[config.mk]
export PLATFORM = sky130hd
export DESIGN_NAME = linear_scan_priority_queue_top
export DESIGN_NICKNAME = d
export VERILOG_FILES = /design/src/rtl/lspq_pkg.sv /design/src/rtl/lspq_ctrl.sv /design/src/rtl/lspq_dp.sv /design/src/rtl/linear_scan_priority_queue_top.sv
export SDC_FILE = /design/constraint.sdc
export NUM_CORES = 1
export LEC_CHECK = 0
export ABC_CLOCK_PERIOD_IN_PS = 21600
export BUFFER_PORTS_ARGS = -buffer_cell sky130_fd_sc_hd__buf_2
export CAP_MARGIN = 20
export CORE_MARGIN = 2
export CORE_UTILIZATION = 40
export DETAILED_ROUTE_END_ITERATION = 8
export HOLD_SLACK_MARGIN = 0.06
export PLACE_DENSITY_LB_ADDON = 0.3
export SLEW_MARGIN = 0
export SYNTH_ARGS = -nofsm -noshare
export SYNTH_HDL_FRONTEND = slang
export SYNTH_SLANG_ARGS = --single-unit
[constraint.sdc]
create_clock -name clock -period 21.6 [get_ports clock]
set_clock_uncertainty 0.2 [all_clocks]
set_input_delay 5.4 -clock clock [delete_from_list [all_inputs] [get_ports clock]]
set_output_delay 5.4 -clock clock [all_outputs]
set_load 0.03 [all_outputs]
[src/rtl/lspq_pkg.sv]
// Shared types, constants and codes for the linear-scan priority queue.
`default_nettype none

package lspq_pkg;

   localparam int PRIO_W        = 16;
   localparam int DATA_W        = 32;
   localparam int OCC_W         = 5;
   localparam int DEPTH_DEFAULT = 16;

   localparam logic REQ_INSERT = 1'b0;
   localparam logic REQ_PULL   = 1'b1;

   localparam logic [1:0] STATUS_OK    = 2'd0;
   localparam logic [1:0] STATUS_FULL  = 2'd1;
   localparam logic [1:0] STATUS_EMPTY = 2'd2;

   typedef struct packed {
      logic                     req_type;
      logic signed [PRIO_W-1:0] priority_req;
      logic signed [DATA_W-1:0] payload;
   } req_word_type;

   typedef struct packed {
      logic [1:0]               status;
      logic                     pulled_valid;
      logic signed [PRIO_W-1:0] pulled_priority;
      logic signed [DATA_W-1:0] pulled_payload;
      logic                     head_valid;
      logic signed [PRIO_W-1:0] head_priority;
      logic signed [DATA_W-1:0] head_payload;
      logic [OCC_W-1:0]         occupancy;
   } rsp_word_type;

   typedef enum logic [2:0] {
      ST_IDLE,
      ST_INSERT,
      ST_SCAN,
      ST_DRAIN,
      ST_RESPOND
   } lspq_state_type;

   typedef struct packed {
      logic load_req;
      logic do_insert;
      logic scan_step;
      logic pull_empty;
      logic pull_finish;
      logic respond;
   } lspq_cmd_type;

   typedef struct packed {
      logic is_pull;
      logic empty;
      logic scan_last;
   } lspq_stat_type;

endpackage

`default_nettype wire

[src/rtl/lspq_ctrl.sv]
// Controller state machine for the linear-scan priority queue.
`default_nettype none

module lspq_ctrl (
   input  wire logic                   clock,
   input  wire logic                   reset,
   input  wire logic                   start,
   output logic                        busy,
   input  wire lspq_pkg::lspq_stat_type stat,
   output lspq_pkg::lspq_cmd_type      cmd
);
   import lspq_pkg::*;

   lspq_state_type state_ff, state_in;

   always_ff @(posedge clock) begin
      if (reset) begin
         state_ff <= ST_IDLE;
      end else begin
         state_ff <= state_in;
      end
   end

   always_comb begin
      state_in = state_ff;
      unique case (state_ff)
         ST_IDLE: begin
            if (start) begin
               state_in = stat.is_pull ? ST_SCAN : ST_INSERT;
            end
         end
         ST_INSERT: begin
            state_in = ST_RESPOND;
         end
         ST_SCAN: begin
            if (stat.empty) begin
               state_in = ST_RESPOND;
            end else if (stat.scan_last) begin
               state_in = ST_DRAIN;
            end
         end
         ST_DRAIN: begin
            state_in = ST_RESPOND;
         end
         ST_RESPOND: begin
            state_in = ST_IDLE;
         end
         default: begin
            state_in = ST_IDLE;
         end
      endcase
   end

   always_comb begin
      cmd  = '0;
      busy = 1'b1;
      unique case (state_ff)
         ST_IDLE: begin
            busy         = 1'b0;
            cmd.load_req = start;
         end
         ST_INSERT: begin
            cmd.do_insert = 1'b1;
         end
         ST_SCAN: begin
            cmd.pull_empty = stat.empty;
            cmd.scan_step  = !stat.empty;
         end
         ST_DRAIN: begin
            cmd.pull_finish = 1'b1;
         end
         ST_RESPOND: begin
            cmd.respond = 1'b1;
         end
         default: begin
            busy = 1'b1;
         end
      endcase
   end

endmodule

`default_nettype wire

[src/rtl/lspq_dp.sv]
// Datapath of the linear-scan priority queue: slot memory, head registers and scan logic.
`default_nettype none

module lspq_dp #(
   parameter int DEPTH = lspq_pkg::DEPTH_DEFAULT
) (
   input  wire logic                   clock,
   input  wire logic                   reset,
   input  wire lspq_pkg::req_word_type req_word,
   input  wire lspq_pkg::lspq_cmd_type cmd,
   output lspq_pkg::lspq_stat_type     stat,
   output logic                        rsp_strobe,
   output lspq_pkg::rsp_word_type      rsp_word
);
   import lspq_pkg::*;

   localparam int IDX_W = (DEPTH > 1) ? $clog2(DEPTH) : 1;
   localparam int CNT_W = $clog2(DEPTH + 1);

   // Slot memory, one write and one registered read a cycle.
   logic signed [PRIO_W-1:0] prio_mem_ff [DEPTH];
   logic signed [DATA_W-1:0] data_mem_ff [DEPTH];

   req_word_type             req_ff;
   logic [CNT_W-1:0]         fill_ff;
   logic [1:0]               status_ff;
   logic                     head_valid_ff;
   logic [IDX_W-1:0]         head_idx_ff;
   logic signed [PRIO_W-1:0] head_prio_ff;
   logic signed [DATA_W-1:0] head_data_ff;

   logic [IDX_W-1:0]         rd_ptr_ff;
   logic                     rd_valid_ff;
   logic [IDX_W-1:0]         rd_idx_ff;
   logic signed [PRIO_W-1:0] rd_prio_ff;
   logic signed [DATA_W-1:0] rd_data_ff;

   logic                     trk_valid_ff, trk_valid_in;
   logic [IDX_W-1:0]         trk_idx_ff, trk_idx_in;
   logic signed [PRIO_W-1:0] trk_prio_ff, trk_prio_in;
   logic signed [DATA_W-1:0] trk_data_ff, trk_data_in;

   logic                     wr_en;
   logic [IDX_W-1:0]         wr_addr;
   logic signed [PRIO_W-1:0] wr_prio;
   logic signed [DATA_W-1:0] wr_data;
   logic                     shift_en;
   logic                     cand;
   logic [IDX_W-1:0]         new_idx;
   logic                     full;
   logic                     ins_wins;
   logic                     pulled;

   assign full = (fill_ff == CNT_W'(DEPTH));

   assign stat.is_pull   = (req_word.req_type == REQ_PULL);
   assign stat.empty     = (fill_ff == '0);
   assign stat.scan_last = (CNT_W'(rd_ptr_ff) == fill_ff - CNT_W'(1));

   // A returned entry other than the one being pulled is a candidate for the
   // new head; entries above the pulled one move down a slot.
   assign cand     = rd_valid_ff && (rd_idx_ff != head_idx_ff);
   assign shift_en = rd_valid_ff && (rd_idx_ff > head_idx_ff);
   assign new_idx  = shift_en ? rd_idx_ff - IDX_W'(1) : rd_idx_ff;

   always_comb begin
      trk_valid_in = trk_valid_ff;
      trk_idx_in   = trk_idx_ff;
      trk_prio_in  = trk_prio_ff;
      trk_data_in  = trk_data_ff;
      if (cand && (!trk_valid_ff || (rd_prio_ff < trk_prio_ff))) begin
         trk_valid_in = 1'b1;
         trk_idx_in   = new_idx;
         trk_prio_in  = rd_prio_ff;
         trk_data_in  = rd_data_ff;
      end
   end

   assign ins_wins = !head_valid_ff || (req_ff.priority_req < head_prio_ff);

   always_comb begin
      wr_en   = 1'b0;
      wr_addr = new_idx;
      wr_prio = rd_prio_ff;
      wr_data = rd_data_ff;
      if (cmd.do_insert) begin
         wr_en   = !full;
         wr_addr = fill_ff[IDX_W-1:0];
         wr_prio = req_ff.priority_req;
         wr_data = req_ff.payload;
      end else if (shift_en) begin
         wr_en = 1'b1;
      end
   end

   always_ff @(posedge clock) begin
      if (wr_en) begin
         prio_mem_ff[wr_addr] <= wr_prio;
         data_mem_ff[wr_addr] <= wr_data;
      end
      rd_prio_ff <= prio_mem_ff[rd_ptr_ff];
      rd_data_ff <= data_mem_ff[rd_ptr_ff];
   end

   always_ff @(posedge clock) begin
      if (cmd.load_req) begin
         req_ff <= req_word;
      end
      rd_idx_ff   <= rd_ptr_ff;
      trk_idx_ff  <= trk_idx_in;
      trk_prio_ff <= trk_prio_in;
      trk_data_ff <= trk_data_in;
   end

   always_ff @(posedge clock) begin
      if (reset) begin
         fill_ff       <= '0;
         status_ff     <= STATUS_OK;
         head_valid_ff <= 1'b0;
         head_idx_ff   <= '0;
         head_prio_ff  <= '0;
         head_data_ff  <= '0;
         rd_ptr_ff     <= '0;
         rd_valid_ff   <= 1'b0;
         trk_valid_ff  <= 1'b0;
         rsp_strobe    <= 1'b0;
      end else begin
         rd_valid_ff  <= cmd.scan_step;
         trk_valid_ff <= cmd.load_req ? 1'b0 : trk_valid_in;
         rsp_strobe   <= cmd.respond;
         if (cmd.load_req) begin
            status_ff <= STATUS_OK;
            rd_ptr_ff <= '0;
         end
         if (cmd.scan_step) begin
            rd_ptr_ff <= rd_ptr_ff + IDX_W'(1);
         end
         if (cmd.pull_empty) begin
            status_ff <= STATUS_EMPTY;
         end
         if (cmd.do_insert) begin
            if (full) begin
               status_ff <= STATUS_FULL;
            end else begin
               fill_ff       <= fill_ff + CNT_W'(1);
               head_valid_ff <= 1'b1;
               if (ins_wins) begin
                  head_idx_ff  <= fill_ff[IDX_W-1:0];
                  head_prio_ff <= req_ff.priority_req;
                  head_data_ff <= req_ff.payload;
               end
            end
         end
         if (cmd.pull_finish) begin
            fill_ff       <= fill_ff - CNT_W'(1);
            head_valid_ff <= trk_valid_in;
            head_idx_ff   <= trk_idx_in;
            head_prio_ff  <= trk_prio_in;
            head_data_ff  <= trk_data_in;
         end
      end
   end

   // The pulled entry is the head as it stood when the word was accepted.
   logic signed [PRIO_W-1:0] pull_prio_ff;
   logic signed [DATA_W-1:0] pull_data_ff;

   always_ff @(posedge clock) begin
      if (cmd.load_req) begin
         pull_prio_ff <= head_prio_ff;
         pull_data_ff <= head_data_ff;
      end
   end

   assign pulled = (req_ff.req_type == REQ_PULL) && (status_ff == STATUS_OK);

   always_ff @(posedge clock) begin
      if (cmd.respond) begin
         rsp_word.status          <= status_ff;
         rsp_word.pulled_valid    <= pulled;
         rsp_word.pulled_priority <= pulled ? pull_prio_ff : '0;
         rsp_word.pulled_payload  <= pulled ? pull_data_ff : '0;
         rsp_word.head_valid      <= head_valid_ff;
         rsp_word.head_priority   <= head_valid_ff ? head_prio_ff : '0;
         rsp_word.head_payload    <= head_valid_ff ? head_data_ff : '0;
         rsp_word.occupancy       <= OCC_W'(fill_ff);
      end
   end

endmodule

`default_nettype wire

[src/rtl/linear_scan_priority_queue_top.sv]
// Top level of the linear-scan priority queue: controller and datapath.
`default_nettype none

// Channel        Ports                       Handshake
// request        start, busy, req_word       taken when start is high and busy is low
// response       rsp_strobe, rsp_word        one word per request, shown for one cycle
//
// An insert passes through the insert and respond states; the response strobe is registered.
// A pull passes through the scan, drain and respond states (an empty queue skips drain): the
// slot memory has one read port, and every stored entry is read once in turn.
// Reset empties the queue at once; the slot memory itself is never cleared.
// The receiver cannot stall: each response is valid only while rsp_strobe is high.

module linear_scan_priority_queue_top #(
   parameter int DEPTH = lspq_pkg::DEPTH_DEFAULT
) (
   input  wire logic                   clock,
   input  wire logic                   reset,
   input  wire logic                   start,
   output logic                        busy,
   input  wire lspq_pkg::req_word_type req_word,
   output logic                        rsp_strobe,
   output lspq_pkg::rsp_word_type      rsp_word
);
   import lspq_pkg::*;

   // The controller sequences each request; the datapath holds the slots.
   lspq_cmd_type  cmd;
   lspq_stat_type stat;

   // A pull reads every stored entry once.  The entry that matches the head is
   // returned, entries above it are written one slot lower as they pass, and
   // the earliest lowest priority among the rest becomes the new head.
   lspq_ctrl u_ctrl (
      .clock (clock),
      .reset (reset),
      .start (start),
      .busy  (busy),
      .stat  (stat),
      .cmd   (cmd)
   );

   lspq_dp #(
      .DEPTH (DEPTH)
   ) u_dp (
      .clock      (clock),
      .reset      (reset),
      .req_word   (req_word),
      .cmd        (cmd),
      .stat       (stat),
      .rsp_strobe (rsp_strobe),
      .rsp_word   (rsp_word)
   );

endmodule

`default_nettype wire

* After elaboration in Yosys (flattened, before gate mapping) *
Memory sizes are Yosys's and may differ from the RTL's. A register that Yosys moved wholly into a read port is not among the register bits.
Cells that the tools add are included.

storage, ports and cells
  bits in registers = 328
  memory bits (writable) = 768
  bits of input ports = 52
  output and inout port bits = 107
  logic and storage cells = 115
  memories kept = 2

memories
  memory            depth  bits a word  rd ports  clocked after Yosys merged registers in  wr ports  RTL line       RTL
  u_dp.data_mem_ff  16     32           1         1                                        1         lspq_dp.sv:22  logic signed [DATA_W-1:0] data_mem_ff [DEPTH];
  u_dp.prio_mem_ff  16     16           1         1                                        1         lspq_dp.sv:21  logic signed [PRIO_W-1:0] prio_mem_ff [DEPTH];

cells by class
  $add $sub $neg = 4
  order comparisons = 3
  eq/ne operators = 10
  mux-type cells = 47
  reduce and logical (&&, ||, !) cells = 21

operators by type and width
  operator             count
  $mux 32              6
  $mux 16              6
  $mux 4               9
  $lt 16x16->1         2
  $mux 5               3
  $mux 1               13
  $mux 2               6
  $mux 3               3
  $pmux 3 s3           1
  $eq 3x2->1 const B   2
  $reduce_bool 2->1    3
  $add 5x1->5 const B  1
  $eq 4x5->1           1
  $eq 5x5->1 const B   1
  $logic_not 5->1      1
  $sub 5x1->5 const B  1
  $add 4x1->4 const B  1
  $gt 4x4->1           1
  $logic_and 1x1->1    4
  $logic_not 1->1      4
  $ne 2x2->1 const B   2
  $ne 4x4->1           1
  $reduce_and 2->1     2
  $reduce_or 2->1      2
  8 further kinds      9

* Logic depth before layout (Yosys ltp) *
  word-level depth = 6
  gate-level depth with buffers = 11
  mapped depth without buffers = 9

* Hierarchy *
From an unflattened synthesis, not the netlist that was laid out.

second synthesis, totals
  cells, all modules = 2175
  area total of the unflattened synthesis = 43272.8 µm²

modules (own cells, without submodules)
  module     times used  cells an instance  area each (µm²)  seq. area each (µm²)
  lspq_dp    1           2152               43071.3          32551.2
  lspq_ctrl  1           23                 201.4            60.1

* Worst setup path after synthesis *
Ideal clock, no wire load.

  path kind = register to register
  start = register u_ctrl.state_ff[1]
  end = register, netlist name u_dp.rsp_word[0]
  library setup time = 0.721 ns
  arrival time = 8.217 ns
  data required time = 20.679 ns
  setup slack = 12.462 ns
  cell stages (with the launch flop) = 3
  path buffers = 1
  path through = dfxtp_1 > clkbuf_1 > nor3b_1

RTL lines
  item                    RTL line         RTL
  start, declared         lspq_ctrl.sv:14  lspq_state_type state_ff, state_in;
  start signal, assigned  lspq_ctrl.sv:20  state_ff <= state_in;

* Worst setup path in the final report *
  start = register u_ctrl.state_ff[1]
  end = output port busy

between the ends
  cells in the longest elaborated chain, start to end = 2

RTL lines
  item             RTL line                              RTL
  $logic_not 3->1  lspq_ctrl.sv:57                       unique case (state_ff)
  $mux 1           lspq_ctrl.sv:57
  end, declared    linear_scan_priority_queue_top.sv:20  output logic busy,

Every way passes these cells.

==> metrics.md <==
| Metric | Value |
|---|---|
| M3 GR Usage | `3.29%` |
| First-pass GRT wire length | `147 mm` |
| Critical Path, Cell by Cell | `nor3_1, inv_1, buf_2` |
| Clock power share | `41.6%` |
| NetSw | `1030 µW` |
| Least-Margin Pin Slew | `1.13 ns` |
| Post-CTS Setup Inserts | `0` |
| Hold-fix buffers, CTS | `0` |
| Ys async rst share | `0%` |
| Clock buffer depth | `3` |
| DRC viols | `0` |
| Vias in the first global route | `22400` |
| Sum Neg Setup Slack | `0 ns` |
| Layout area overhead | `14.5%` |
| Vias per cell | `5.38` |
| Tot GR Track Use | `17.9%` |
| Multi-input gate area | `10200 µm²` |
| Yosys reg bits | `1144` |
| WP data arrival | `1.82 ns` |
| CP max stage delay | `0.65 ns` |
| Syn_area_per_cell | `19.2 µm²` |
| Resize count post-CTS | `0` |
| Achievable Freq | `0.135 GHz` |
| Register area share after synthesis | `75.2%` |
| GRT Max-Usage Layer | `met2` |
| Number of DRC markers in iteration 0 | `1839` |
| Clock transition at path regs | `0.06 ns` |
| Most common cell after layout, fill and taps aside | `edfxtp_1` |
| Distinct cells, synth | `51` |
| RSZ-0062 raised after global routing | `no` |
| Via count | `21300` |
| H-Tree Depth | `3` |
| Worst setup EP type | `output pin` |
| Post-DP HPWL | `51.4 mm` |
| Nets@finish | `2545` |
| Root buffer cell | `clkbuf_16` |
| Leak pwr | `0.0162 µW` |
| Total of max-cap violations | `0` |
| Flop pwr share | `53.3%` |
| Cell Area, Synth | `43400 µm²` |
| Die H | `333 µm` |
| Total gr overflow | `0` |
| Register area | `32600 µm²` |
| CTS tree | `yes` |
| Combinational power share | `5.1%` |
| Layout cell share with drive strength beyond 1 | `27.8%` |
| Initial Utilization | `40.4%` |
| Tot Pwr | `4740 µW` |
| CTS Buf Count | `113` |
| Slew Viols, Final | `0` |
| DRT Wirelength | `99.2 mm` |
| Clock sinks | `1144` |
| Largest net degree at the start of global routing | `117` |
| PD cells | `95.4 nW/µm²` |
| Wire length per cell | `25.1 µm` |
| CP Data Required Time | `16.00 ns` |
| M1 GR Usage | `24.4%` |
| Final hold vios | `0` |
| Post-route antenna net violation count | `0` |
| Cell Int Power | `3700 µW` |
| Crit-path slowest cell | `dfxtp_1` |
| TritonRoute pass-1 iters | `5` |
| Max VDD drop | `59.0 µV` |
| Crit share post-route | `34.4%` |
| Most frequent cells in the layout | `edfxtp_1 (970), mux4_2 (240), nand2_1 (214)` |
| Worst Path Buf+Inv | `2` |
| Layout fillers | `8956` |
| CP Max Fanout | `13` |
| Switching Share | `21.9%` |
| DIE AREA | `111000 µm²` |
| Prevailing post-synth register cell | `edfxtp_1` |
| Met2 Usage GRT | `29.5%` |
| PortBufs | `158` |
| CP top delay family | `flip-flops` |
| Cell count after synthesis | `2262` |
| Routability cong. | `0.769` |
| Worst hold path type | `reg -> reg` |
| # IOs | `159` |
| Crit path kind | `reg -> out` |
| Outcome | `complete, no violations` |
| Num rows | `120` |
| Slew headroom | `24.5%` |
| Post-Syn Nets | `2352` |
| Final setup violation count | `0` |
| Antenna violations before repair | `3` |
| Post-synth EDFFs | `970` |
| Die Wd | `333 µm` |
| Worst-Skew Late Latency | `0.70 ns` |
| Crit start category | `flop` |
| YS warnings | `0` |
| Core ar. | `107000 µm²` |
| Final min period | `7.42 ns` |
[metal layers]
| metal | vias up | routed length (µm) |
|---|---|---|
| met5 | - | 0 |
| met4 | 0 | 2140 |
| met3 | 152 | 6530 |
| met2 | 731 | 48700 |
| met1 | 11200 | 41900 |
| li1 | 9252 | - |
[through the flow]
stage,worst slack [ns],hold WS (ns),utilization [%],std cells,area (µm²)
3_3_place_gp,13.96,0.238,42.7,3742,45800
6_report,14.18,0.257,46.3,3960,49700
4_1_cts,14.12,0.257,46.2,3957,49600
2_1_floorplan,12.46,0.129,-,2262,43400
3_5_place_dp,13.90,0.237,42.7,3742,45800
5_1_grt,14.04,0.267,46.3,3958,49700
[registers in the layout (all words and copies together) (netlist names)]
name / cells
u_dp.data_mem_ff: 512
u_dp.prio_mem_ff: 256
u_dp.rsp_word: 105
u_dp.req_ff: 49
u_dp.head_data_ff: 32
u_dp.pull_data_ff: 32
u_dp.rd_data_ff: 32
u_dp.trk_data_ff: 32
u_dp.head_prio_ff: 16
u_dp.pull_prio_ff: 16
u_dp.rd_prio_ff: 16
u_dp.trk_prio_ff: 16
u_dp.fill_ff: 5
u_dp.head_idx_ff: 4
u_dp.rd_idx_ff: 4
u_dp.rd_ptr_ff: 4
u_dp.trk_idx_ff: 4
u_ctrl.state_ff: 3
u_dp.status_ff: 2
u_dp.head_valid_ff: 1
u_dp.rd_valid_ff: 1
u_dp.rsp_strobe: 1
u_dp.trk_valid_ff: 1
[final timing paths]
kind | endpoint | slack (ns) | from | cells after the start
setup / recovery | busy | 14.18 | u_ctrl.state_ff[1] | 3
hold / removal | u_dp.pull_prio_ff[1] | 0.26 | u_dp.head_prio_ff[1] | 0
setup reg to reg | u_dp.data_mem_ff[0][7] | 16.95 | u_ctrl.state_ff[0] | 8
hold reg to reg | u_dp.pull_prio_ff[1] | 0.26 | u_dp.head_prio_ff[1] | 0
[synth_stat cells, drive strengths merged, types with 3 or more instances]
cell      n  area (µm²)
a211oi    4        35.0
a21oi    18        93.8
a221o    52         521
a31oi     4        25.0
and2     98         613
buf      40         262
clkbuf   77         289
dfxtp   174        3480
edfxtp  970       29100
ha       38         475
inv      43         161
mux2     54         796
mux4    240        5410
nand2   214         803
nand2b    3        18.8
nand3    11        55.1
nand4     7        43.8
nor2    109         414
nor2b    39         244
nor3     10        50.1
nor3b     4        30.0
nor4      5        31.3
o211ai    5        37.5
o21ai    10        57.6
xnor2     4        35.0
xor2      8        70.1
[cell type report]
type                       count  share of cell area (%)
multi-input combinational    958                    20.6
sequential                  1144                    65.7
clock inverter                65                    1.27
tap                         1403                    3.54
timing repair buffer         195                    2.22
inverter                      43                   0.330
antenna                        2                  0.0101
clock buffer                 150                    6.34
[logic make-up (layout without fill, tap and decap cells)]
family | count (synthesis) | in the layout | share of synthesized area (%)
and+or+nand+nor | 506 | 506 | 5.41
other | 0 | 2 | 0
muxes | 296 | 296 | 14.3
AOI/OAI and AO/OA | 106 | 106 | 2.07
adders and majority gates | 38 | 38 | 1.10
xor gates and xnor gates | 12 | 12 | 0.242
buffers and inverters | 160 | 453 | 1.64
DFF | 1144 | 1144 | 75.2
[power groups by stage]
stage	clock, µW	combinational [µW]	sequential, µW
4_1_cts	2010	244	2520
3_5_place_dp	0	244	2570
3_3_place_gp	0	232	2570
6_report	1970	241	2520
2_1_floorplan	0	141	2580
5_1_grt	2100	266	2530
No activity file was read; power rests on OpenSTA's default activity.
